## config.mk

```make
export PLATFORM = sky130hd
export DESIGN_NAME = ocg_ram
export DESIGN_NICKNAME = d
export VERILOG_FILES = /design/src/rtl/ocg_ram.sv
export SDC_FILE = /design/constraint.sdc
export NUM_CORES = 2
export LEC_CHECK = 0
export ABC_AREA = 1
export BUFFER_PORTS_ARGS = -buffer_cell sky130_fd_sc_hd__buf_4
export CORE_MARGIN = 2
export CORE_UTILIZATION = 49
export CTS_BUF_LIST = sky130_fd_sc_hd__clkbuf_8 sky130_fd_sc_hd__clkbuf_16
export CTS_CLUSTER_DIAMETER = 60
export CTS_CLUSTER_SIZE = 24
export DETAILED_ROUTE_END_ITERATION = 8
export PLACE_DENSITY_LB_ADDON = 0.3
export SYNTH_ARGS = -nofsm -noshare
export SYNTH_HDL_FRONTEND = slang
export SYNTH_SLANG_ARGS = --single-unit
export TNS_END_PERCENT = 50
```

## constraint.sdc

```tcl
create_clock -name clk -period 2.1 [get_ports clk]
set_clock_uncertainty 0.15 [all_clocks]
set_input_delay 0.21 -clock clk [delete_from_list [all_inputs] [get_ports clk]]
set_output_delay 0.21 -clock clk [all_outputs]
set_load 0.01 [all_outputs]
```

## src/rtl/ocg_ram.sv

```systemverilog
// ----------------------------------------------------------------------------
// Generic RAM
// Single write port, single read port, read data registered.
// ----------------------------------------------------------------------------
module ocg_ram #(
	parameter int WIDTH = 16,
	parameter int DEPTH = 256
) (
	input  logic                     clk,
	input  logic                     we,
	input  logic [$clog2(DEPTH)-1:0] waddr,
	input  logic [WIDTH-1:0]         wdata,
	input  logic [$clog2(DEPTH)-1:0] raddr,
	output logic [WIDTH-1:0]         rdata
);

	logic [WIDTH-1:0] mem [DEPTH];

	always_ff @(posedge clk) begin
		if (we) begin
			mem[waddr] <= wdata;
		end
		rdata <= mem[raddr];
	end

endmodule

```

==> flow_metrics.tcl <==
set metrics [dict create \
    status "complete, but fails checks" \
    violations "setup timing" \
    cts_root_buf "clkbuf_16" \
    clk_latency_ns 0.95 \
    max-slew-margin-rel_pct 45.7 \
    wl_per_cell_um 25.5 \
    drtIter0Drc 15700 \
    synth.yosys.seq_area_share_pct 74.4 \
    antenna_found_initial 22 \
    drv_slew 0 \
    worstSetupPathType "flop to flop" \
    period_needed_ns 2.11 \
    synth_area_mm2 0.166 \
    hpwl_um 305000 \
    post_cts_buffers 0 \
    dieArea_mm2 0.343 \
    die-width_um 586 \
    via_count 111000 \
    drive_gt1_share_pct 12.6 \
    syn_nets 13700 \
    holdCritPathClass "primary input to flop" \
    drt_pre_antenna_iters 6 \
    syn_avg_cell_area_um2 12.2 \
    end_kind "flop" \
    power_density_mw_per_mm2 832 \
    hold_viol 0 \
    layout_setup_ws_ns -0.00594 \
    rsz0062_at_grt "no" \
    port-buffer-count 49 \
    ys_seq_elements 4112 \
    finalPower_w 0.159 \
    drtAntennaViolNets 0 \
    path_max_fanout 1 \
    arrival_ns 2.79 \
    drc_errors 0 \
    start_util_pct 49.2 \
    fin_crit_sh_pct 100 \
    irDropWorstVdd_v 0.000667 \
    cts.sinks 4112 \
    yosys_warnings 0 \
    rows 213 \
    io_pins 50 \
    fmax_mhz 475 \
    startpoint_type "flop" \
    cts_tree "yes" \
    syn_inst 13600 \
    regArea_mm2 0.123 \
    tightestPinTransition_ns 0.815 \
    core_mm2 0.337 \
    gp_congestion 0.935 \
    numCtsBuffers 267 \
    fillers 26500 \
    wirelength_um 484000 \
    leakagePower_nw 67.7 \
    syn_to_final_growth_pct 15.6 \
    required_ns 2.78 \
    fp.dieH_um 586 \
    grt_pass1_vias 103000 \
    fin_nets 14300 \
    whs_ns 0.0557 \
    setup_viol 1 \
    cts_buffer_depth 4 \
    grt_max_degree 98 \
    synth.distinct_cells 15 \
    htree_levels 5 \
    grt_pass1_wl_um 702000 \
    clk_pin_slew_worst_paths_ns 0.09 \
    grt_util_all_layers_pct 27.8 \
    multi_input_area_mm2 0.0374 \
    vias_per_cell 5.86 \
    drv_cap 0 \
    grt-ovfl-total 0 \
]
==> worst paths after layout <==
path	from	endpoint	slack, ns	cells past startpoint
max	mem[71][5]$_DFFE_PP_	rdata[5]$_DFF_P_	-0.006	10
min	raddr[7]	rdata[0]$_DFF_P_	0.06	4
max reg2reg	mem[71][5]$_DFFE_PP_	rdata[5]$_DFF_P_	-0.006	10
min reg2reg	mem[22][13]$_DFFE_PP_	rdata[13]$_DFF_P_	0.86	10
==> cells in the final DEF, fill, tap and decap left out, drive strengths merged <==
cell / Yosys / layout
dlygate4sd3: 0 / 25
nand3: 4035 / 4035
buf: 783 / 1290
nand2: 4211 / 4211
nor2: 283 / 283
diode: 0 / 8
dfxtp: 16 / 16
inv: 39 / 129
clkinvlp: 0 / 20
edfxtp: 4096 / 4096
clkinv: 0 / 72
bufinv: 0 / 13
clkbuf: 154 / 277
==> where the power goes <==
part	internal, W	switching [W]
Clock	0.0269	0.0295
Sequential	0.0903	0.000208
Combinational	0.00378	0.00861
==> stage by stage <==
step	util [%]	instance area [µm²]	cells	setup TNS (ns)	setup slack, ns
6_report	56.9	192000	19000	-0.00594	-0.00594
2_1_floorplan	-	166000	13600	-44.54	-0.100
5_1_grt	56.9	192000	19000	0	0.000775
4_1_cts	56.9	191000	19000	0	0.000301
3_5_place_dp	54.1	182000	18500	-14.42	-1.06
3_3_place_gp	54.1	182000	18500	-13.84	-1.06
==> layer usage <==
layer	wire length, µm	part of all wire, %	vias to the layer above	track usage (%)
met1	190000	39	54600	39.4
li1	-	-	49900	-
met3	50100	10	869	4.35
met5	87	0.018	-	0
met2	223000	46	6047	43.4
met4	21300	4.4	8	11.0
==> worst max-delay path, stage by stage (launching register included) <==
cell	delay, ns
edfxtp_1	0.37
nand2_1	0.08
nand3_1	0.08
nand3_1	0.15
nand3_1	0.19
nand3_1	0.24
nand3_2	0.20
nand3_4	0.18
nand2_1	0.07
nand2_1	0.20
nand2_1	0.09
==> cell families after synthesis <==
| group | count (synthesis) | share of synthesized area, % |
|---|---|---|
| buffers and inverters | 976 | 3.21 |
| DFF | 4112 | 74.4 |
| and+or+nand+nor | 8529 | 22.4 |
==> repair_timing <==
| item | CTS | global route |
|---|---|---|
| cloned | 0 | 0 |
| pin swaps | 0 | 1 |
| setup endpoints to repair | 20 | 15 |
| endpoints found under the hold margin | 4165 | 0 |
| resized for setup | 31 | 40 |
| hold buffers | 25 | 0 |
==> Yosys cell counts, drive strengths merged <==
library cell  instances  share of area, %
nand2              4211               9.5
edfxtp             4096                74
nand3              4035                12
buf                 783               2.8
nor2                283              0.64
clkbuf              154              0.35
inv                  39             0.091
dfxtp                16              0.19
==> layout make-up <==
cell class	instances	share of cell area, %
repair buffers	1315	8.32
flip-flops and latches	4112	64.4
clock buffers	277	3.62
clock inverters	195	1.09
inverters	39	0.104
diodes	8	0.0104
well taps	4515	2.95
multi-input cells	8529	19.5
==> registers in the layout (all words and copies together) (netlist names) <==
signal / flops
rdata: 16
mem: 4096
Note: power is estimated with default switching activity, not from simulation.
